==> config.mk <==
export PLATFORM = sky130hd
export DESIGN_NAME = bpc_evbuf
export DESIGN_NICKNAME = d
export VERILOG_FILES = /design/src/sv/bpc_pkg.sv /design/src/sv/bpc_evbuf.sv
export SDC_FILE = /design/constraint.sdc
export NUM_CORES = 1
export LEC_CHECK = 0
export BUFFER_PORTS_ARGS = -buffer_cell sky130_fd_sc_hd__buf_4
export CAP_MARGIN = 20
export CORE_MARGIN = 5
export CORE_UTILIZATION = 35
export DETAILED_ROUTE_END_ITERATION = 6
export GPL_TIMING_DRIVEN = 0
export PLACE_DENSITY = 0.64
export REMOVE_ABC_BUFFERS = 1
export SLEW_MARGIN = 20
export SYNTH_ARGS = -nofsm -noshare
export SYNTH_HDL_FRONTEND = slang
export SYNTH_SLANG_ARGS = --single-unit
==> constraint.sdc <==
create_clock -name i_clk -period 4.1 [get_ports i_clk]
set_input_delay 0.615 -clock i_clk [delete_from_list [all_inputs] [get_ports i_clk]]
set_output_delay 0.615 -clock i_clk [all_outputs]
set_load 0.005 [all_outputs]
==> src/sv/bpc_pkg.sv <==
package bpc_pkg;

    localparam int unsigned TIME_W  = 32;
    localparam int unsigned TALLY_W = 16;
    localparam int unsigned CFG_W   = 32;
    localparam int unsigned CFG_IDX_W = 2;

    localparam logic [TALLY_W-1:0] TALLY_MAX = '1;

    localparam logic [CFG_W-1:0] LONG_RESET      = 32'd300;
    localparam logic [CFG_W-1:0] VERY_LONG_RESET = 32'd1000;
    localparam logic [CFG_W-1:0] WINDOW_RESET    = 32'd50;

    typedef enum logic [CFG_IDX_W-1:0] {
        CFG_LONG      = 2'd0,
        CFG_VERY_LONG = 2'd1,
        CFG_WINDOW    = 2'd2
    } t_cfg_idx;

    typedef enum logic [1:0] {
        KIND_SHORT  = 2'd0,
        KIND_SLEEP  = 2'd1,
        KIND_TOGGLE = 2'd2,
        KIND_MULTI  = 2'd3
    } t_kind;

    typedef struct packed {
        t_kind              kind;
        logic [TALLY_W-1:0] count;
        logic               last;
    } t_event;

    // events produced by one poll, in delivery order
    typedef struct packed {
        t_event     ev0;
        t_event     ev1;
        logic [1:0] num;
    } t_ev_pair;

    typedef struct packed {
        logic [CFG_W-1:0] long_ticks;
        logic [CFG_W-1:0] very_long_ticks;
        logic [CFG_W-1:0] window_ticks;
    } t_cfg;

endpackage

==> src/sv/bpc_evbuf.sv <==
module bpc_evbuf
    import bpc_pkg::*;
(
    input  logic     i_clk,
    input  logic     i_rst_n,
    input  logic     i_load,
    input  t_ev_pair i_pair,
    input  logic     i_ready,
    output logic     o_free,
    output logic     o_valid,
    output t_event   o_ev
);

    logic [1:0] r_num;
    t_event     r_ev0;
    t_event     r_ev1;
    logic       pop;

    assign pop     = (r_num != 2'd0) && i_ready;
    assign o_free  = (r_num == 2'd0) || ((r_num == 2'd1) && i_ready);
    assign o_valid = (r_num != 2'd0);
    assign o_ev    = r_ev0;

    always_ff @(posedge i_clk) begin
        if (!i_rst_n) begin
            r_num <= 2'd0;
        end else if (i_load) begin
            r_num <= i_pair.num;
        end else if (pop) begin
            r_num <= r_num - 2'd1;
        end
    end

    always_ff @(posedge i_clk) begin
        if (i_load) begin
            r_ev0 <= i_pair.ev0;
            r_ev1 <= i_pair.ev1;
        end else if (pop) begin
            r_ev0 <= r_ev1;
        end
    end

endmodule

==> flow_summary.yaml, run 1 <==
worst_setup_path:
  crit_fanout: 41
  worst-r2r-cell-count: 4
  crit_path_end_kind: "flop"
  path_depth: 2
  crit_chain: "buf_4, or2_1"
  required_ps: 4010
  crit_slowest_cell: "or2_1"
  crit_arrival_ps: 1860
  critPathKind: "in2reg"
  cp-start-kind: "input port"
  critPathTopFamily: "simple AND/OR/NAND/NOR gates"
  critPathBufInv: 1
  slowest_delay_ps: 760
grt:
  grt_max_degree: 42
  antenna_found_initial: 0
  overflow: 0
  grt_pass1_wl_um: 4670
  grt_pass1_vias: 993
  track_usage_pct: 10.2
placed_design:
  place_area_um2: 2120
  portBuffers: 64
  place_ws_ps: 1770
  placed_cells: 192
  gp_congestion: 0.673
  hpwl_um: 2180
floorplanning:
  rows: 24
  ios: 65
  die_h_um: 77.6
  coreArea_um2: 4380
  initial_core_util_pct: 36.4
  die_width_um: 77.6
  fp.dieArea_um2: 6020
route:
  via_count: 901
  route.detailed.drc: 0
  drt-initial-drc-count: 56
  drt_first_pass_iters: 4
  totalWireLength_um: 3000
  final_antenna_net_count: 0
  vias_per_cell: 4.51
  post_drt_wl_per_cell_um: 15.0
clock_tree:
  cts_tree: "built"
  clk_pin_slew_ps: 70
  holdBufCountCts: 0
  cts-root-buf: "clkbuf_8"
  numCtsBuffers: 5
  cts_sinks: 40
  cts_setup_buffers: 0
  htreeDepth: 2
  cts_resized: 0
  clockBufferDepth: 2
  insertion_delay_ps: 280
run_status:
  outcome: "finished, final reports clean"
power_and_ir_drop:
  p_int_mw: 0.747
  p_comb_share_pct: 13.1
  sw_frac_of_total_pct: 19.3
  p_sw_mw: 0.179
  clockPowerShare_pct: 32.8
  p_leak_nw: 0.959
  ir_drop_mv: 0.154
  power.density_nw_per_um2: 416
  seq_power_share_pct: 54.0
  finalPower_mw: 0.926
final_layout:
  final_layout_size_suffix_gt1_share_pct: 60.8
  fin_util_pct: 50.8
  final_nets: 193
  design_area_um2: 2230
  n_fill_cell: 389
  syn_to_final_growth_pct: 39.4
  stdcell_count: 200
  n_antenna_cell: 0
timing:
  max_slew_margin_pct: 42.5
  finalClockSkew_ps: 2.67
  max_slew.worst_pin.slew_ps: 862
  maxSlewViolCount: 0
  finalWorstSetupSlack_ps: 2150
  setup_viol: 0
  rsz0062_at_grt: "no"
  tns_ps: 0
  finalCriticalPeriod_ps: 1950
  fmax_ghz: 0.513
  min_period_over_period_pct: 47.5
  holdWs_ps: 504
  hold_viol: 0
yosys:
  ys_ff_latch: 40
  synthDistinctLibCells: 16
  ys_seq_area_share_pct: 73.9
  netlist_instances: 78
  avgSynthCellArea_um2: 20.5
  yosysWarnings: 0
  synthesis.area_um2: 1600
job:
  maxCapViolations: 0
hold_path:
  hp-class: "in2reg"
  min_path_cells: 1
[registers in the layout (all words and copies together) (netlist names)]
signal / count
r_ev1: 19
o_ev: 19
r_num: 2
[routing by layer]
metal | GRT usage (%) | wire, um | up-vias
li1 | - | - | 430
met1 | 10.8 | 1090 | 417
met3 | 5.21 | 369 | 5
met2 | 17.6 | 1500 | 49
met5 | 0 | 0 | -
met4 | 3.09 | 39 | 0
[final timing paths]
kind / slack (ps) / start / endpoint
setup / recovery: 2150 / i_load / o_ev[2]
hold / removal: 500 / i_pair[7] / r_ev1[5]
setup reg to reg: 2200 / r_num[0] / o_ev[2]
hold reg to reg: 550 / r_ev1[0] / o_ev[0]
[power by group through the flow]
| stage | logic (mW) | registers (mW) | clock network, mW |
|---|---|---|---|
| after global routing | 0.132 | 0.503 | 0.335 |
| final | 0.122 | 0.500 | 0.304 |
| after detailed placement | 0.125 | 0.510 | 0 |
| after floorplan | 0.0427 | 0.510 | 0 |
| after CTS | 0.125 | 0.501 | 0.315 |
| after global placement | 0.120 | 0.508 | 0 |
[placed cells by master, fill, tap and decap left out, drive strengths merged]
cell and count:
a21boi 1, a21oi 1, buf 64, bufinv 1, clkbuf 5, clkinv 2, dfxtp 2, edfxtp 38
ha 2, inv 4, mux2 19, nand2 3, nand3b 1, nor2b 1, o211ai 1, o21ai 1
or2 1, xnor2 1
[cells in the mapped netlist (all sizes together)]
cell type | instances | area (um2)
o211ai | 1 | 7.51
nand2 | 3 | 11.3
inv | 4 | 15.0
ha | 2 | 25.0
dfxtp | 2 | 40.0
or2 | 1 | 6.26
o21ai | 1 | 5.00
nand3b | 1 | 7.51
buf | 2 | 22.5
a21oi | 1 | 5.00
mux2 | 19 | 282
xnor2 | 1 | 8.76
nor2b | 1 | 13.8
a21boi | 1 | 7.51
edfxtp | 38 | 1140
[cells by family after synthesis]
logic type / after synthesis / share of synthesized area, %
simple gates: 6 / 2.43
xor+xnor: 1 / 0.548
mux: 19 / 17.6
fa+ha+maj: 2 / 1.57
compound gates: 4 / 1.57
buf+inv: 6 / 2.35
flops: 40 / 73.9
[layout make-up]
type	instances	area, um2	area share (%)
flip-flops and latches	40	1180	53.0
clock inverters	3	37.5	1.69
multi-input cells	32	379	17.0
clock buffers	5	68.8	3.09
inverters	4	15.0	0.674
repair buffers	64	480	21.6
well taps	52	65.1	2.92
Note: power is estimated with default switching activity, not from simulation.
==> inputs of run 2 (changes only) <==
==> constraint.sdc (replaced) <==
create_clock -name i_clk -period 1.9 [get_ports i_clk]
set_input_delay 0.285 -clock i_clk [delete_from_list [all_inputs] [get_ports i_clk]]
set_output_delay 0.285 -clock i_clk [all_outputs]
set_load 0.005 [all_outputs]
==> flow_summary.yaml, run 2 (synthesized netlist as in run 1, its figures left out) <==
worst_setup_path:
  critPathKind: "reg2reg"
  crit_slowest_cell: "or2_2"
  critPathTopFamily: "simple AND/OR/NAND/NOR gates"
  crit_arrival_ps: 1560
  worstReg2RegEnd: "o_ev[2]"
  rr_startpoint: "r_num[0]"
  slowest_delay_ps: 430
  ff2ff_setup_slack_ps: 270
  required_ps: 1830
  cp-start-kind: "flop"
  worst-r2r-cell-count: 4
  crit_chain: "inv_1, ha_1, nor2b_4, or2_2"
  crit_fanout: 19
  critPathBufInv: 1
  crit_path_end_kind: "flop"
  startpoint: "r_num[0]"
hold_path:
  hp-class: "in2reg"
  min_to: "r_ev1[5]"
  min_path_cells: 1
  hold_path_startpoint: "i_pair[7]"
final_layout:
  final_nets: 193
  n_antenna_cell: 0
  mostFrequentLayoutCells: "64 x buf_4, 38 x edfxtp_1, 18 x mux2_4"
  final_layout_size_suffix_gt1_share_pct: 61.5
  design_area_um2: 2230
  fin_util_pct: 50.8
  final_common_cell: "buf_4"
  syn_to_final_growth_pct: 39.4
  stdcell_count: 200
timing:
  setup_viol: 0
  min_period_over_period_pct: 86.0
  max_slew_margin_pct: 60.4
  hold_viol: 0
  max_slew.worst_pin.slew_ps: 594
  finalClockSkew_ps: 2.87
  holdWs_ps: 174
  finalWorstSetupSlack_ps: 266
  fmax_ghz: 0.612
  rsz0062_at_grt: "no"
  maxSlewViolCount: 0
  finalCriticalPeriod_ps: 1630
job:
  maxCapViolations: 0
grt:
  track_usage_pct: 10.2
  grt_pass1_wl_um: 4670
  overflow: 0
  grt_pass1_vias: 993
  antenna_found_initial: 0
  grt_max_degree: 42
power_and_ir_drop:
  p_leak_nw: 0.960
  ir_drop_mv: 0.332
  power.density_nw_per_um2: 897
placed_design:
  hpwl_um: 2180
  placed_cells: 192
  place_ws_ps: -98.0
  place_area_um2: 2120
  portBuffers: 64
  gp_congestion: 0.673
clock_tree:
  clockBufferDepth: 2
  holdBufCountCts: 0
  cts-root-buf: "clkbuf_8"
  cts_sinks: 40
  insertion_delay_ps: 280
  cts_tree: "built"
  numCtsBuffers: 5
  htreeDepth: 2
  clk_pin_slew_ps: 70
floorplanning:
  die_h_um: 77.6
  initial_core_util_pct: 36.4
  fp.dieArea_um2: 6020
  coreArea_um2: 4380
  die_width_um: 77.6
  rows: 24
  ios: 65
run_status:
  outcome: "finished, final reports clean"
route:
  drt_first_pass_iters: 4
  totalWireLength_um: 3000
  via_count: 904
  final_antenna_net_count: 0
  route.detailed.drc: 0
  drt-initial-drc-count: 56
  vias_per_cell: 4.52
  post_drt_wl_per_cell_um: 15.0
-- run 2: where the power goes --
part / switching, mW / internal, mW / leakage [nW]
clock: 0.274 / 0.382 / 0.0532
combinational: 0.0907 / 0.172 / 0.515
sequential: 0.0218 / 1.06 / 0.392
total: 0.386 / 1.61 / 0.960
-- run 2: worst max-delay path by stage --
stage | to | cells after the start
finish | o_ev[2] | 4
global route | o_ev[10] | 4
CTS | o_ev[13] | 4
detailed placement | o_ev[5] | 2
global placement | o_ev[4] | 2
floorplan | o_ev[0] | 4
-- run 2: layout make-up --
cell class	count	area (um2)
Inverter	4	15.0
Tap cell	52	65.1
Clock inverter	3	37.5
Fill cell	389	2160
Timing Repair Buffer	64	480
Sequential cell	40	1180
Clock buffer	5	68.8
Multi-Input combinational cell	32	379
-- run 2: per-layer routing --
metal / track usage, % / part of all wire, % / up-vias
met5: 0 / 0 / -
met4: 3.09 / 1.3 / 0
met3: 5.21 / 12 / 5
met2: 17.6 / 50 / 49
met1: 10.8 / 36 / 420
li1: - / - / 430
-- run 2: timing repair --
| action | 4_1_cts | 5_1_grt |
|---|---|---|
| setup buffers | 0 | 0 |
| setup endpoints to repair | 19 | 0 |
| gates resized for setup | 1 | 0 |
| hold endpoints to repair | 0 | 0 |
-- run 2: through the flow --
step	power, mW	TNS (ps)
floorplan	1.19	0
global placement	1.36	-544
detailed placement	1.37	-1850
CTS	2.03	0
global route	2.09	0
finish	2.00	0
