**config.mk**
```make
export PLATFORM = sky130hd
export DESIGN_NAME = bpc_classify
export DESIGN_NICKNAME = d
export VERILOG_FILES = /design/src/sv/bpc_pkg.sv /design/src/sv/bpc_classify.sv
export SDC_FILE = /design/constraint.sdc
export NUM_CORES = 1
export LEC_CHECK = 0
export ABC_AREA = 1
export BUFFER_PORTS_ARGS = -buffer_cell sky130_fd_sc_hd__buf_4
export CAP_MARGIN = 40
export CORE_ASPECT_RATIO = 0.5
export CORE_MARGIN = 4
export CORE_UTILIZATION = 30
export DETAILED_ROUTE_END_ITERATION = 7
export SETUP_SLACK_MARGIN = 0.5
export SLEW_MARGIN = 10
export SYNTH_ARGS = -nofsm -noshare
export SYNTH_HDL_FRONTEND = slang
export SYNTH_SLANG_ARGS = --single-unit
```
**constraint.sdc**
```tcl
create_clock -name i_clk -period 7 [get_ports i_clk]
set_input_delay 0.7 -clock i_clk [delete_from_list [all_inputs] [get_ports i_clk]]
set_output_delay 0.7 -clock i_clk [all_outputs]
set_load 0.005 [all_outputs]
```
**src/sv/bpc_pkg.sv**
```systemverilog
package bpc_pkg;

    localparam int unsigned TIME_W  = 32;
    localparam int unsigned TALLY_W = 16;
    localparam int unsigned CFG_W   = 32;
    localparam int unsigned CFG_IDX_W = 2;

    localparam logic [TALLY_W-1:0] TALLY_MAX = '1;

    localparam logic [CFG_W-1:0] LONG_RESET      = 32'd300;
    localparam logic [CFG_W-1:0] VERY_LONG_RESET = 32'd1000;
    localparam logic [CFG_W-1:0] WINDOW_RESET    = 32'd50;

    typedef enum logic [CFG_IDX_W-1:0] {
        CFG_LONG      = 2'd0,
        CFG_VERY_LONG = 2'd1,
        CFG_WINDOW    = 2'd2
    } t_cfg_idx;

    typedef enum logic [1:0] {
        KIND_SHORT  = 2'd0,
        KIND_SLEEP  = 2'd1,
        KIND_TOGGLE = 2'd2,
        KIND_MULTI  = 2'd3
    } t_kind;

    typedef struct packed {
        t_kind              kind;
        logic [TALLY_W-1:0] count;
        logic               last;
    } t_event;

    // events produced by one poll, in delivery order
    typedef struct packed {
        t_event     ev0;
        t_event     ev1;
        logic [1:0] num;
    } t_ev_pair;

    typedef struct packed {
        logic [CFG_W-1:0] long_ticks;
        logic [CFG_W-1:0] very_long_ticks;
        logic [CFG_W-1:0] window_ticks;
    } t_cfg;

endpackage

```
**src/sv/bpc_classify.sv**
```systemverilog
module bpc_classify
    import bpc_pkg::*;
(
    input  logic              i_clk,
    input  logic              i_rst_n,
    input  logic              i_fire,
    input  logic              i_level,
    input  logic              i_multi,
    input  logic [TIME_W-1:0] i_now,
    input  t_cfg              i_cfg,
    output t_ev_pair          o_pair
);

    logic               r_held;
    logic [TIME_W-1:0]  r_start;
    logic [TALLY_W-1:0] r_tally;
    logic [TIME_W-1:0]  r_last_short;

    logic               n_held;
    logic [TIME_W-1:0]  n_start;
    logic [TALLY_W-1:0] n_tally;
    logic [TIME_W-1:0]  n_last_short;

    logic [TIME_W-1:0]  dur;
    logic [TIME_W-1:0]  gap;
    logic               rel_ok;
    t_event             rel_ev;
    logic               exp_ok;
    t_event             exp_ev;
    logic               counted;

    function automatic t_event seq_event(input logic [TALLY_W-1:0] cnt);
        t_event e;
        e.last = 1'b0;
        if (cnt == TALLY_W'(1)) begin
            e.kind  = KIND_SHORT;
            e.count = '0;
        end else begin
            e.kind  = KIND_MULTI;
            e.count = cnt;
        end
        return e;
    endfunction

    always_comb begin
        dur          = i_now - r_start;
        gap          = i_now - r_last_short;
        n_held       = !i_level;
        n_start      = (!i_level && !r_held) ? i_now : r_start;
        n_tally      = r_tally;
        n_last_short = r_last_short;
        rel_ok       = 1'b0;
        rel_ev       = '{kind: KIND_SHORT, count: '0, last: 1'b0};
        counted      = 1'b0;

        if (i_level && r_held) begin
            priority if (dur >= i_cfg.very_long_ticks) begin
                rel_ok      = 1'b1;
                rel_ev.kind = KIND_SLEEP;
            end else if (dur >= i_cfg.long_ticks) begin
                rel_ok      = 1'b1;
                rel_ev.kind = KIND_TOGGLE;
            end else if (i_multi) begin
                counted      = 1'b1;
                n_last_short = i_now;
                priority if (r_tally == '0) begin
                    n_tally = TALLY_W'(1);
                end else if (gap <= i_cfg.window_ticks) begin
                    if (r_tally != TALLY_MAX) begin
                        n_tally = r_tally + TALLY_W'(1);
                    end
                end else begin
                    rel_ok  = 1'b1;
                    rel_ev  = seq_event(r_tally);
                    n_tally = TALLY_W'(1);
                end
            end else begin
                rel_ok = 1'b1;
            end
        end

        // a press counted this poll restarts the window, so no expiry is reported this poll
        exp_ok = !counted && (r_tally != '0) && (gap > i_cfg.window_ticks);
        exp_ev = seq_event(r_tally);
        if (exp_ok) begin
            n_tally = '0;
        end

        o_pair = '0;
        if (rel_ok) begin
            o_pair.ev0      = rel_ev;
            o_pair.ev0.last = !exp_ok;
            o_pair.ev1      = exp_ev;
            o_pair.ev1.last = 1'b1;
            o_pair.num      = exp_ok ? 2'd2 : 2'd1;
        end else if (exp_ok) begin
            o_pair.ev0      = exp_ev;
            o_pair.ev0.last = 1'b1;
            o_pair.num      = 2'd1;
        end
    end

    always_ff @(posedge i_clk) begin
        if (!i_rst_n) begin
            r_held       <= 1'b0;
            r_start      <= '0;
            r_tally      <= '0;
            r_last_short <= '0;
        end else if (i_fire) begin
            r_held       <= n_held;
            r_start      <= n_start;
            r_tally      <= n_tally;
            r_last_short <= n_last_short;
        end
    end

endmodule

```
==> flow_results.xml, run 1 <==
<?xml version="1.0" encoding="UTF-8"?>
<metrics>
  <group name="run_status">
    <metric name="status" unit="">finished, final reports clean</metric>
  </group>
  <group name="floorplan">
    <metric name="floorplan.die_area" unit="um^2">36200</metric>
    <metric name="die_w" unit="um">265</metric>
    <metric name="boundaryPins" unit="">173</metric>
    <metric name="initial_core_util" unit="">0.309</metric>
    <metric name="die_height" unit="um">137</metric>
    <metric name="rows" unit="">46</metric>
    <metric name="core_area" unit="um^2">32100</metric>
  </group>
  <group name="clocking">
    <metric name="tritoncts_clock_tree" unit="">done</metric>
    <metric name="cts_setup_buffers" unit="">0</metric>
    <metric name="cts_buffers" unit="">9</metric>
    <metric name="cts.path.max_buffers" unit="">2</metric>
    <metric name="clock_insertion_delay_worst_skew" unit="ps">360</metric>
    <metric name="post_cts.resized_instances" unit="">0</metric>
    <metric name="cts_hold_buffers" unit="">0</metric>
    <metric name="clk_transition_reported_paths" unit="ps">60</metric>
    <metric name="cts.htree.levels" unit="">3</metric>
    <metric name="clock_sink_count" unit="">81</metric>
    <metric name="cts_root_buffer" unit="">clkbuf_16</metric>
  </group>
  <group name="global_route">
    <metric name="gr-usage-all-layers" unit="">0.167</metric>
    <metric name="antenna_found_initial" unit="">2</metric>
    <metric name="via_count_of_the_first_global_routing_pass" unit="">9702</metric>
    <metric name="first_pass_grt_wire_length" unit="mm">49.0</metric>
    <metric name="global_route.overflow_total" unit="">0</metric>
    <metric name="largest_net_degree_at_the_start_of_global_routing" unit="">80</metric>
  </group>
  <group name="synth">
    <metric name="synth_nets" unit="">1872</metric>
    <metric name="yosysUniqueCellTypes" unit="">45</metric>
    <metric name="post_synth.cell_area_avg" unit="um^2">6.29</metric>
    <metric name="synth.area.top_cells" unit="">ha_1, dfxtp_1, nand2_1, inv_1, a21oi_1</metric>
    <metric name="netlist_instances" unit="">1575</metric>
    <metric name="synth_top_cell_by_area" unit="">ha_1</metric>
    <metric name="yosys.area.top_type_share" unit="">0.204</metric>
    <metric name="postSynthRegisterBits" unit="">81</metric>
    <metric name="seq_area_frac_synth" unit="">0.164</metric>
    <metric name="synth.yosys.warnings" unit="">0</metric>
    <metric name="synthesis.area" unit="um^2">9910</metric>
  </group>
  <group name="worst_setup_path">
    <metric name="startpoint_type" unit="">input pin</metric>
    <metric name="worst_path_most_repeated_cell" unit="">a21oi_1</metric>
    <metric name="cells_along_the_critical_path" unit="">buf_4 -&gt; ha_1 -&gt; a21oi_1 -&gt; nand2_1 -&gt; a21oi_1 -&gt; o21ai_0 -&gt; a21boi_0 -&gt; o21ai_0 -&gt; xor2_1 -&gt; ha_1 -&gt; a21oi_1 -&gt; o21ai_0 -&gt; a21oi_1 -&gt; nand2_1 -&gt; nand2_1 -&gt; nand3_1 -&gt; nor2_4 -&gt; nand3_2 -&gt; nand2_2 -&gt; inv_1 -&gt; ha_1 -&gt; buf_4</metric>
    <metric name="critical_path_peak_fanout" unit="">34</metric>
    <metric name="cpMaxStageDelayCell" unit="">nand2_2</metric>
    <metric name="criticalPathCategory" unit="">input pin to primary output</metric>
    <metric name="crit_arrival" unit="ps">5230</metric>
    <metric name="slowest_cell_delay_on_critical_path" unit="ps">480</metric>
    <metric name="worst_setup_path_end_kind" unit="">primary output</metric>
    <metric name="required" unit="ps">6300</metric>
  </group>
  <group name="drt">
    <metric name="detailroute.via_count" unit="">10368</metric>
    <metric name="detailroute.wirelength.met2" unit="mm">14.4</metric>
    <metric name="totalWireLength" unit="mm">31.1</metric>
    <metric name="drt_pass1_iterations" unit="">5</metric>
    <metric name="top_routing_layer_in_use" unit="">met4</metric>
    <metric name="route.detailed.vias_per_inst" unit="">4.80</metric>
    <metric name="routedLengthMet1" unit="mm">14.4</metric>
    <metric name="drt_first_iter_violations" unit="">658</metric>
    <metric name="drt_drc_violations_left" unit="">0</metric>
    <metric name="ant_nets" unit="">0</metric>
    <metric name="avgRoutedWirePerCell" unit="um">14.4</metric>
    <metric name="wl_met3" unit="mm">1.37</metric>
  </group>
  <group name="flow_run">
    <metric name="drv.max_cap_violation_count" unit="">0</metric>
  </group>
  <group name="power">
    <metric name="share_of_total_power_in_the_clock_network" unit="">0.236</metric>
    <metric name="power_switching" unit="uW">948</metric>
    <metric name="worst_ir_drop_vdd" unit="mV">0.117</metric>
    <metric name="leakage" unit="nW">6.03</metric>
    <metric name="power_report.internal_total" unit="mW">1.20</metric>
    <metric name="power-per-cell-area" unit="nW/um^2">181</metric>
    <metric name="finalPower" unit="mW">2.15</metric>
    <metric name="seq_power_share" unit="">0.246</metric>
    <metric name="swShare" unit="">0.441</metric>
    <metric name="combPwrFrac" unit="">0.518</metric>
  </group>
  <group name="sta">
    <metric name="fmaxAchievable" unit="MHz">169</metric>
    <metric name="finalSetupViolCount" unit="">0</metric>
    <metric name="final.setup_skew" unit="ps">14.5</metric>
    <metric name="timing.final.crit_period" unit="ps">5930</metric>
    <metric name="unrepaired_setup_endpoints_after_global_routing" unit="">false</metric>
    <metric name="fin_hold_ws" unit="ps">457</metric>
    <metric name="setup_total_negative_slack" unit="ps">0</metric>
    <metric name="hold_violations" unit="">0</metric>
    <metric name="relSlewSlack" unit="">0.416</metric>
    <metric name="slew_violations" unit="">0</metric>
    <metric name="min_period_over_period" unit="">0.848</metric>
    <metric name="transition_time_of_the_tightest_slew_check_pin" unit="ps">876</metric>
  </group>
  <group name="layout">
    <metric name="final_net_count" unit="">2018</metric>
    <metric name="layout-area-overhead-vs-synth" unit="%">19.7</metric>
    <metric name="postLayoutCellArea" unit="um^2">11900</metric>
    <metric name="ratio_of_cells_with_drive_above_1_in_the_final_layout" unit="">0.129</metric>
  </group>
  <group name="placed_design">
    <metric name="post_dp_area" unit="um^2">11600</metric>
    <metric name="gp_congestion" unit="">0.932</metric>
    <metric name="io_buffer_count" unit="">172</metric>
    <metric name="dp.final_hpwl" unit="mm">25.4</metric>
  </group>
  <group name="min_path">
    <metric name="hold_class" unit="">flop to flop</metric>
  </group>
</metrics>
-- worst max-delay path: cells and delay by family --
| kind | cells | cell delay (ps) |
|---|---|---|
| AO/OA/AOI/OAI | 8 | 1540 |
| XOR/XNOR | 1 | 320 |
| adder cells (fa/ha/maj) | 3 | 970 |
| buffers and inverters | 3 | 400 |
| AND/OR/NAND/NOR | 7 | 1280 |
-- synthesized netlist by cell type, drive strengths merged --
master,instances
a211oi,2
or2,2
xor2,41
clkbuf,15
a21boi,5
o211ai,5
a31oi,6
a41oi,1
nand2,318
xnor2,21
nor3,22
inv,258
a21oi,177
nor4,11
buf,24
or4,1
nand3,65
clkinv,1
ha,162
o31ai,4
nor2,197
o21a,5
o21bai,6
o221ai,2
nand3b,1
nor3b,2
dfxtp,81
nand4,40
a21o,6
fa,2
o21ai,92
-- registers in the layout, indices dropped and copies added (netlist names) --
| register | flops |
|---|---|
| r_last_short | 32 |
| r_start | 32 |
| r_tally | 16 |
| r_held | 1 |
-- routing by layer --
metal / up-vias / track usage
li1: 5461 / -
met1: 4652 / 0.217
met2: 215 / 0.283
met3: 40 / 0.0269
met4: 0 / 0.0580
met5: - / 0
-- stage by stage --
| stage | setup slack (ps) | utilization | std cells |
|---|---|---|---|
| 2_1_floorplan | 2120 | - | 1575 |
| 3_3_place_gp | 1190 | 0.360 | 2142 |
| 3_5_place_dp | 1140 | 0.360 | 2142 |
| 4_1_cts | 1130 | 0.369 | 2158 |
| 5_1_grt | 634 | 0.369 | 2160 |
| 6_report | 1070 | 0.370 | 2161 |
-- power by group through the flow --
stage | registers (mW) | clock network (mW) | logic, mW
4_1_cts | 0.529 | 0.519 | 1.11
6_report | 0.530 | 0.507 | 1.11
3_3_place_gp | 0.539 | 0 | 1.10
2_1_floorplan | 0.530 | 0 | 0.792
3_5_place_dp | 0.539 | 0 | 1.10
5_1_grt | 0.536 | 0.536 | 1.27
-- kinds of logic (layout without fill, tap and decap cells) --
kind of cell               count (synthesis)  count (layout)  synth area share
AOI/OAI and AO/OA                        311             311             0.170
xor gates and xnor gates                  62              62            0.0548
adders and majority gates                164             164             0.209
buffers and inverters                    298             449             0.119
DFF                                       81              81             0.164
other                                      0               3                 0
and+or+nand+nor                          659             659             0.285
-- area by class of cell --
cell class / instances / area, um^2
clock buffer: 11 / 243
sequential: 81 / 1620
clock inverter: 5 / 62.6
tap: 432 / 541
fill: 3525 / 20200
inverter: 259 / 972
timing repair buffer: 174 / 1310
antenna: 3 / 7.51
multi-input combinational: 1196 / 7110
-- path summary, 6_finish.rpt --
| kind | to | depth (start not counted) | slack (ps) | startpoint |
|---|---|---|---|---|
| max | o_pair[0] | 22 | 1070 | i_now[2] |
| min | r_start[20] | 2 | 460 | r_start[20] |
| max reg2reg | r_tally[3] | 25 | 2060 | r_start[2] |
| min reg2reg | r_start[20] | 2 | 460 | r_start[20] |
-- cells in the final DEF (no fill, tap or decap), types with 3 or more instances in the layout --
cell type,netlist,layout
nand2_1,315,315
inv_2,11,11
nand4_1,40,40
a31oi_1,6,6
ha_1,162,162
dfxtp_1,81,81
o21a_1,5,5
o31ai_1,4,4
o211ai_1,5,5
o21ai_0,85,85
o21ai_1,7,7
a21o_1,6,6
nor2_1,192,192
buf_4,10,174
diode_2,0,3
xor2_1,41,41
a21oi_1,175,175
nand2_2,3,3
nor4_2,4,4
a21boi_0,5,5
nor4_1,7,7
o21bai_1,6,6
nor2_2,4,4
inv_1,247,247
nand3_1,62,62
nor3_1,19,19
xnor2_1,21,21
clkbuf_16,0,9
Power figures use the tool's default switching activity.
==> run 2, diff against run 1 <==
--- a/config.mk
+++ b/config.mk
@@ -5,7 +5,7 @@
 export SDC_FILE = /design/constraint.sdc
 export NUM_CORES = 1
 export LEC_CHECK = 0
-export ABC_AREA = 1
+export ABC_AREA = 0
 export BUFFER_PORTS_ARGS = -buffer_cell sky130_fd_sc_hd__buf_4
 export CAP_MARGIN = 40
 export CORE_ASPECT_RATIO = 0.5
==> constraint.sdc (replaced) <==
create_clock -name i_clk -period 5.95 [get_ports i_clk]
set_input_delay 0.595 -clock i_clk [delete_from_list [all_inputs] [get_ports i_clk]]
set_output_delay 0.595 -clock i_clk [all_outputs]
set_load 0.005 [all_outputs]
==> run 2 against run 1 <==
Clock power is 4.5% higher. Power decreased by 2.2%. Final cell count shrank 10%. Utilization is 6.3 points higher. First-iteration DRC count is 31% lower. Clock skew is 0.92 ps lower. Final area increased by 12%. Clock-buffer cell count shrank 1. Largest power group unchanged.
==> flow_results.xml, run 2 <==
<?xml version="1.0" encoding="UTF-8"?>
<metrics>
  <group name="sta">
    <metric name="setup_total_negative_slack" unit="ps">0</metric>
    <metric name="finalSetupViolCount" unit="">0</metric>
    <metric name="transition_time_of_the_tightest_slew_check_pin" unit="ps">824</metric>
    <metric name="hold_violations" unit="">0</metric>
    <metric name="fmaxAchievable" unit="MHz">173</metric>
    <metric name="min_period_over_period" unit="">0.971</metric>
    <metric name="timing.final.crit_period" unit="ps">5780</metric>
    <metric name="unrepaired_setup_endpoints_after_global_routing" unit="">true</metric>
    <metric name="final.setup_skew" unit="ps">13.6</metric>
    <metric name="slew_violations" unit="">0</metric>
    <metric name="fin_hold_ws" unit="ps">464</metric>
    <metric name="relSlewSlack" unit="">0.446</metric>
  </group>
  <group name="power">
    <metric name="power-per-cell-area" unit="nW/um^2">159</metric>
    <metric name="share_of_total_power_in_the_clock_network" unit="">0.252</metric>
    <metric name="seq_power_share" unit="">0.267</metric>
    <metric name="combPwrFrac" unit="">0.480</metric>
    <metric name="power_report.internal_total" unit="mW">1.34</metric>
    <metric name="finalPower" unit="mW">2.10</metric>
    <metric name="worst_ir_drop_vdd" unit="mV">0.0982</metric>
    <metric name="leakage" unit="nW">5.99</metric>
    <metric name="power_switching" unit="uW">761</metric>
    <metric name="swShare" unit="">0.362</metric>
  </group>
  <group name="synth">
    <metric name="synth_most_common_cell" unit="">inv_1</metric>
    <metric name="number_of_enable_type_register_cells_in_the_synthesized_netlist" unit="">0</metric>
    <metric name="ffs_w_async_s_r_synth" unit="">0</metric>
    <metric name="synth.yosys.warnings" unit="">0</metric>
    <metric name="synth_top_cell_by_area" unit="">ha_1</metric>
    <metric name="post_synth.cell_area_avg" unit="um^2">7.64</metric>
    <metric name="synth_nets" unit="">1531</metric>
    <metric name="synthFlopType" unit="">dfxtp_1</metric>
    <metric name="yosys.area.top_type_share" unit="">0.215</metric>
    <metric name="synthesis.area" unit="um^2">9430</metric>
    <metric name="yosysUniqueCellTypes" unit="">71</metric>
    <metric name="netlist_instances" unit="">1234</metric>
    <metric name="synth.area.top_cells" unit="">ha_1, dfxtp_1, inv_1, a21o_1, nand2_1</metric>
    <metric name="postSynthRegisterBits" unit="">81</metric>
    <metric name="seq_area_frac_synth" unit="">0.172</metric>
    <metric name="ys_top_cells_by_count" unit="">inv_1, ha_1, nand2_1, dfxtp_1, a21oi_1</metric>
  </group>
  <group name="floorplan">
    <metric name="boundaryPins" unit="">173</metric>
    <metric name="initial_core_util" unit="">0.308</metric>
    <metric name="core_area" unit="um^2">30600</metric>
    <metric name="floorplan.die_area" unit="um^2">34500</metric>
    <metric name="die_w" unit="um">259</metric>
    <metric name="die_height" unit="um">133</metric>
    <metric name="rows" unit="">45</metric>
  </group>
  <group name="layout">
    <metric name="largest_registers" unit="">r_last_short (32), r_start (32), r_tally (16)</metric>
    <metric name="final_net_count" unit="">1810</metric>
    <metric name="layout.cells.most_common" unit="">buf_4</metric>
    <metric name="ratio_of_cells_with_drive_above_1_in_the_final_layout" unit="">0.288</metric>
    <metric name="final_cell_mix" unit="">buf_4, inv_1, ha_1, nand2_1, dfxtp_1</metric>
    <metric name="layout-area-overhead-vs-synth" unit="%">40.6</metric>
  </group>
  <group name="worst_setup_path">
    <metric name="criticalPathCategory" unit="">input pin to primary output</metric>
    <metric name="critical_path_peak_fanout" unit="">7</metric>
    <metric name="worst_path_most_repeated_cell" unit="">buf_6</metric>
    <metric name="worst_setup_path_end_kind" unit="">primary output</metric>
    <metric name="startpoint_type" unit="">input pin</metric>
    <metric name="required" unit="ps">5360</metric>
    <metric name="slowest_cell_delay_on_critical_path" unit="ps">390</metric>
    <metric name="cpMaxStageDelayCell" unit="">fa_2</metric>
    <metric name="crit_arrival" unit="ps">5180</metric>
  </group>
  <group name="min_path">
    <metric name="hold_class" unit="">flop to flop</metric>
  </group>
  <group name="clocking">
    <metric name="cts_root_buffer" unit="">clkbuf_16</metric>
    <metric name="cts.path.max_buffers" unit="">2</metric>
    <metric name="tritoncts_clock_tree" unit="">done</metric>
    <metric name="clock_insertion_delay_worst_skew" unit="ps">360</metric>
    <metric name="clk_transition_reported_paths" unit="ps">60</metric>
    <metric name="clock_sink_count" unit="">81</metric>
    <metric name="cts.htree.levels" unit="">3</metric>
    <metric name="cts_buffers" unit="">9</metric>
  </group>
  <group name="flow_run">
    <metric name="drv.max_cap_violation_count" unit="">0</metric>
  </group>
  <group name="global_route">
    <metric name="antenna_found_initial" unit="">1</metric>
    <metric name="first_pass_grt_wire_length" unit="mm">46.8</metric>
    <metric name="gr-usage-all-layers" unit="">0.165</metric>
    <metric name="via_count_of_the_first_global_routing_pass" unit="">8974</metric>
    <metric name="largest_net_degree_at_the_start_of_global_routing" unit="">73</metric>
    <metric name="global_route.overflow_total" unit="">0</metric>
  </group>
  <group name="drt">
    <metric name="totalWireLength" unit="mm">29.9</metric>
    <metric name="avgRoutedWirePerCell" unit="um">15.4</metric>
    <metric name="drt_drc_violations_left" unit="">0</metric>
    <metric name="drt_pass1_iterations" unit="">6</metric>
    <metric name="route.detailed.vias_per_inst" unit="">4.80</metric>
    <metric name="drt_first_iter_violations" unit="">455</metric>
    <metric name="ant_nets" unit="">0</metric>
    <metric name="detailroute.via_count" unit="">9317</metric>
  </group>
  <group name="placed_design">
    <metric name="gp_congestion" unit="">0.870</metric>
    <metric name="dp.final_hpwl" unit="mm">23.4</metric>
    <metric name="io_buffer_count" unit="">172</metric>
  </group>
  <group name="run_status">
    <metric name="status" unit="">finished, final reports clean</metric>
  </group>
</metrics>
==> run 2: cell families (layout without fill, tap and decap cells) <==
group           after synthesis  after routing  share of synthesized area
mux                          34             34                     0.0361
fa+ha+maj                   164            164                      0.219
xor+xnor                     52             52                     0.0483
compound gates              321            322                      0.229
flops                        81             81                      0.172
buf+inv                     214            497                     0.0930
simple gates                368            368                      0.202
other cells                   0              1                          0
==> run 2: worst max-delay path, delay by kind of cell <==
kind	cells	cell delay (ps)
XOR/XNOR	1	180
AO/OA/AOI/OAI	11	1970
buffers and inverters	9	870
adder cells (fa/ha/maj)	3	810
AND/OR/NAND/NOR	5	740
==> run 2: path summary, 6_finish.rpt <==
kind	start	end	slack [ps]	depth (start not counted)
worst max-delay path	i_now[0]	o_pair[7]	170	29
worst min-delay path	r_start[15]	r_start[15]	460	2
worst max register to register	r_last_short[6]	r_tally[10]	520	32
worst min register to register	r_start[15]	r_start[15]	460	2
==> run 2: cell type report <==
| class | count | area [um^2] |
|---|---|---|
| sequential | 81 | 1620 |
| timing repair buffer | 300 | 2530 |
| clock inverter | 6 | 43.8 |
| inverter | 181 | 682 |
| tap | 423 | 529 |
| clock buffer | 10 | 229 |
| antenna | 1 | 2.50 |
| fill | 3089 | 17400 |
| multi-input combinational | 940 | 7610 |
==> run 2: routing by layer <==
metal  part of all wire  GRT usage
met3              0.033     0.0239
met4              0.035     0.0578
met2               0.43      0.253
met5                  0          0
met1               0.50      0.237
==> run 2: what timing repair did <==
| action | in CTS | in global routing |
|---|---|---|
| pin swaps | 29 | 55 |
| buffers inserted | 33 | 8 |
| hold buffers | 0 | 0 |
| setup endpoints to repair | 54 | 55 |
| gates cloned | 3 | 1 |
| gates resized for setup | 127 | 82 |
==> run 2: metrics by stage <==
step           worst slack [ps]  cells   util  instance area [um^2]
2_1_floorplan               569   1234      -                  9430
3_3_place_gp               -226   1880  0.382                 11700
3_5_place_dp               -255   1880  0.382                 11700
4_1_cts                     211   1932  0.418                 12800
5_1_grt                    -150   1942  0.433                 13300
6_report                    173   1942  0.433                 13300
==> run 2: power groups by stage <==
| stage | clock (mW) | combinational [mW] | sequential, mW |
|---|---|---|---|
| floorplan | 0 | 0.542 | 0.572 |
| global placement | 0 | 0.828 | 0.573 |
| detailed placement | 0 | 0.832 | 0.574 |
| CTS | 0.541 | 0.941 | 0.562 |
| global route | 0.567 | 1.12 | 0.563 |
| finish | 0.530 | 1.01 | 0.562 |
==> run 3, diff against run 2 <==
--- a/config.mk
+++ b/config.mk
@@ -12,6 +12,7 @@
 export CORE_MARGIN = 4
 export CORE_UTILIZATION = 30
 export DETAILED_ROUTE_END_ITERATION = 7
+export PLACE_DENSITY = 0.49
 export SETUP_SLACK_MARGIN = 0.5
 export SLEW_MARGIN = 10
 export SYNTH_ARGS = -nofsm -noshare
==> run 3 against run 2 <==
Clock power increased by 3%. Global-route usage increased by 0.59 points. Largest power group unchanged. First-iteration DRC count decreased by 17%. Non-clock buffer count increased by 56. Final area increased by 3.8%. Clock-buffer cell count decreased by 1.
==> flow_results.xml, run 3 (synthesis results as in run 2) <==
<?xml version="1.0" encoding="UTF-8"?>
<metrics>
  <group name="run_status">
    <metric name="status" unit="">finished, final reports clean</metric>
  </group>
  <group name="worst_setup_path">
    <metric name="critical_path.top_delay_family" unit="">compound AO/OA/AOI/OAI gates</metric>
    <metric name="slowest_cell_delay_on_critical_path" unit="ps">360</metric>
    <metric name="reg2regPathDepth" unit="">26</metric>
    <metric name="criticalPathCategory" unit="">input pin to primary output</metric>
    <metric name="worstPathBufferInverterCount" unit="">11</metric>
    <metric name="worst_setup_path_end_kind" unit="">primary output</metric>
    <metric name="cpMaxStageDelayCell" unit="">fa_2</metric>
    <metric name="crit_arrival" unit="ps">5130</metric>
    <metric name="worst_path_most_repeated_cell" unit="">buf_4</metric>
    <metric name="worstSetupPathDepth" unit="">27</metric>
    <metric name="required" unit="ps">5360</metric>
    <metric name="critical_path_peak_fanout" unit="">7</metric>
    <metric name="startpoint_type" unit="">input pin</metric>
  </group>
  <group name="power">
    <metric name="combPwrFrac" unit="">0.494</metric>
    <metric name="swShare" unit="">0.363</metric>
    <metric name="share_of_total_power_in_the_clock_network" unit="">0.249</metric>
    <metric name="leakage" unit="nW">6.28</metric>
    <metric name="power-per-cell-area" unit="nW/um^2">159</metric>
    <metric name="power_switching" unit="uW">794</metric>
    <metric name="worst_ir_drop_vdd" unit="mV">0.129</metric>
    <metric name="finalPower" unit="mW">2.19</metric>
    <metric name="power_report.internal_total" unit="mW">1.39</metric>
    <metric name="seq_power_share" unit="">0.257</metric>
  </group>
  <group name="global_route">
    <metric name="gr-usage-all-layers" unit="">0.171</metric>
    <metric name="first_pass_grt_wire_length" unit="mm">48.3</metric>
    <metric name="global_route.overflow_total" unit="">0</metric>
    <metric name="antenna_found_initial" unit="">1</metric>
    <metric name="via_count_of_the_first_global_routing_pass" unit="">9393</metric>
    <metric name="largest_net_degree_at_the_start_of_global_routing" unit="">73</metric>
  </group>
  <group name="floorplan">
    <metric name="core_area" unit="um^2">30600</metric>
    <metric name="die_height" unit="um">133</metric>
    <metric name="rows" unit="">45</metric>
    <metric name="initial_core_util" unit="">0.308</metric>
    <metric name="floorplan.die_area" unit="um^2">34500</metric>
    <metric name="die_w" unit="um">259</metric>
    <metric name="boundaryPins" unit="">173</metric>
  </group>
  <group name="layout">
    <metric name="final_net_count" unit="">1866</metric>
    <metric name="ratio_of_cells_with_drive_above_1_in_the_final_layout" unit="">0.326</metric>
    <metric name="final_cell_mix" unit="">buf_4, inv_1, ha_1, nand2_1, dfxtp_1</metric>
    <metric name="postLayoutCellArea" unit="um^2">13800</metric>
    <metric name="layout-area-overhead-vs-synth" unit="%">45.9</metric>
    <metric name="layout.cells.most_common" unit="">buf_4</metric>
    <metric name="finish.utilization" unit="">0.449</metric>
    <metric name="largest_registers" unit="">r_last_short (32), r_start (32), r_tally (16)</metric>
  </group>
  <group name="sta">
    <metric name="slew_violations" unit="">0</metric>
    <metric name="hold_violations" unit="">0</metric>
    <metric name="transition_time_of_the_tightest_slew_check_pin" unit="ps">785</metric>
    <metric name="unrepaired_setup_endpoints_after_global_routing" unit="">true</metric>
    <metric name="finalSetupViolCount" unit="">0</metric>
    <metric name="min_period_over_period" unit="">0.962</metric>
    <metric name="fmaxAchievable" unit="MHz">175</metric>
    <metric name="timing.final.crit_period" unit="ps">5720</metric>
    <metric name="final.setup_skew" unit="ps">12.6</metric>
    <metric name="relSlewSlack" unit="">0.476</metric>
  </group>
  <group name="drt">
    <metric name="wl_met3" unit="um">915</metric>
    <metric name="top_routing_layer_in_use" unit="">met4</metric>
    <metric name="detailroute.via_count" unit="">9602</metric>
    <metric name="avgRoutedWirePerCell" unit="um">15.3</metric>
    <metric name="routedLengthMet1" unit="mm">15.3</metric>
    <metric name="drt_drc_violations_left" unit="">0</metric>
    <metric name="detailroute.wirelength.met2" unit="mm">13.7</metric>
    <metric name="ant_nets" unit="">0</metric>
    <metric name="totalWireLength" unit="mm">30.5</metric>
    <metric name="drt_pass1_iterations" unit="">5</metric>
    <metric name="drt_first_iter_violations" unit="">379</metric>
    <metric name="route.detailed.vias_per_inst" unit="">4.81</metric>
  </group>
  <group name="placed_design">
    <metric name="dp.final_hpwl" unit="mm">24.6</metric>
    <metric name="gp_congestion" unit="">0.897</metric>
    <metric name="post_dp_area" unit="um^2">12200</metric>
    <metric name="io_buffer_count" unit="">172</metric>
  </group>
  <group name="clocking">
    <metric name="clk_transition_reported_paths" unit="ps">60</metric>
    <metric name="cts.path.max_buffers" unit="">2</metric>
    <metric name="cts_hold_buffers" unit="">0</metric>
    <metric name="clock_insertion_delay_worst_skew" unit="ps">350</metric>
    <metric name="clock_sink_count" unit="">81</metric>
    <metric name="cts.htree.levels" unit="">3</metric>
    <metric name="cts_root_buffer" unit="">clkbuf_16</metric>
    <metric name="cts_buffers" unit="">9</metric>
    <metric name="tritoncts_clock_tree" unit="">done</metric>
  </group>
  <group name="flow_run">
    <metric name="drv.max_cap_violation_count" unit="">0</metric>
  </group>
  <group name="min_path">
    <metric name="hold_class" unit="">flop to flop</metric>
    <metric name="timing.hold.worst_path_depth" unit="">2</metric>
  </group>
</metrics>
## run 3: changes by cell type in the layout (fill, tap and decap cells not counted), moves of 5 or more
cell,previous run,this run
ha_4,9,14
a31oi_1,21,26
dfxtp_1,79,74
dfxtp_2,2,7
and2_4,24,31
and2_1,15,8
buf_4,242,297
a31oi_4,7,2
## run 3: stage by stage
step	TNS [ps]	instances	hold WS, ps	setup slack [ps]
3_5_place_dp	-13400	1950	459	-569
6_report	0	1998	465	226
3_3_place_gp	-14610	1948	451	-529
4_1_cts	0	1987	467	320
5_1_grt	-6.47	1998	487	-6.47
2_1_floorplan	0	1234	443	569
## run 3: area by class of cell
type	count	area, um^2
Timing Repair Buffer	356	2920
Clock inverter	7	52.6
Inverter	181	687
Multi-Input combinational cell	940	7700
Tap cell	423	529
Fill cell	3053	16900
Antenna cell	1	2.50
Clock buffer	9	225
Sequential cell	81	1630
## run 3: what timing repair did
action	CTS	global route
gates cloned	1	0
pin swaps	71	60
buffers inserted	20	10
gates resized for setup	162	70
setup endpoints to repair	54	54
## run 3: power groups by stage
stage	clock [mW]	combinational (mW)	sequential (mW)
3_3_place_gp	0	0.901	0.574
2_1_floorplan	0	0.542	0.572
6_report	0.545	1.08	0.562
3_5_place_dp	0	0.923	0.574
5_1_grt	0.581	1.21	0.563
4_1_cts	0.566	1.03	0.562
## run 3: worst register-to-register path, delay by kind of cell, from the launching register on
family / cells / cell delay [ps]
buffers and inverters: 6 / 680
AOI/OAI and AO/OA: 15 / 3010
xor gates and xnor gates: 1 / 140
adders and majority gates: 2 / 460
DFF: 1 / 330
and+or+nand+nor: 2 / 400
## run 3: worst paths after layout
path | start | to | slack [ps]
setup / recovery | i_now[0] | o_pair[13] | 230
hold / removal | r_start[10] | r_start[10] | 470
setup reg to reg | r_start[1] | r_tally[10] | 780
hold reg to reg | r_start[10] | r_start[10] | 470
## run 3: metal layers
metal / GRT usage / vias to the layer above
li1: - / 5002
met1: 0.244 / 4427
met2: 0.274 / 147
met3: 0.0241 / 26
met4: 0.0401 / 0
met5: 0 / -
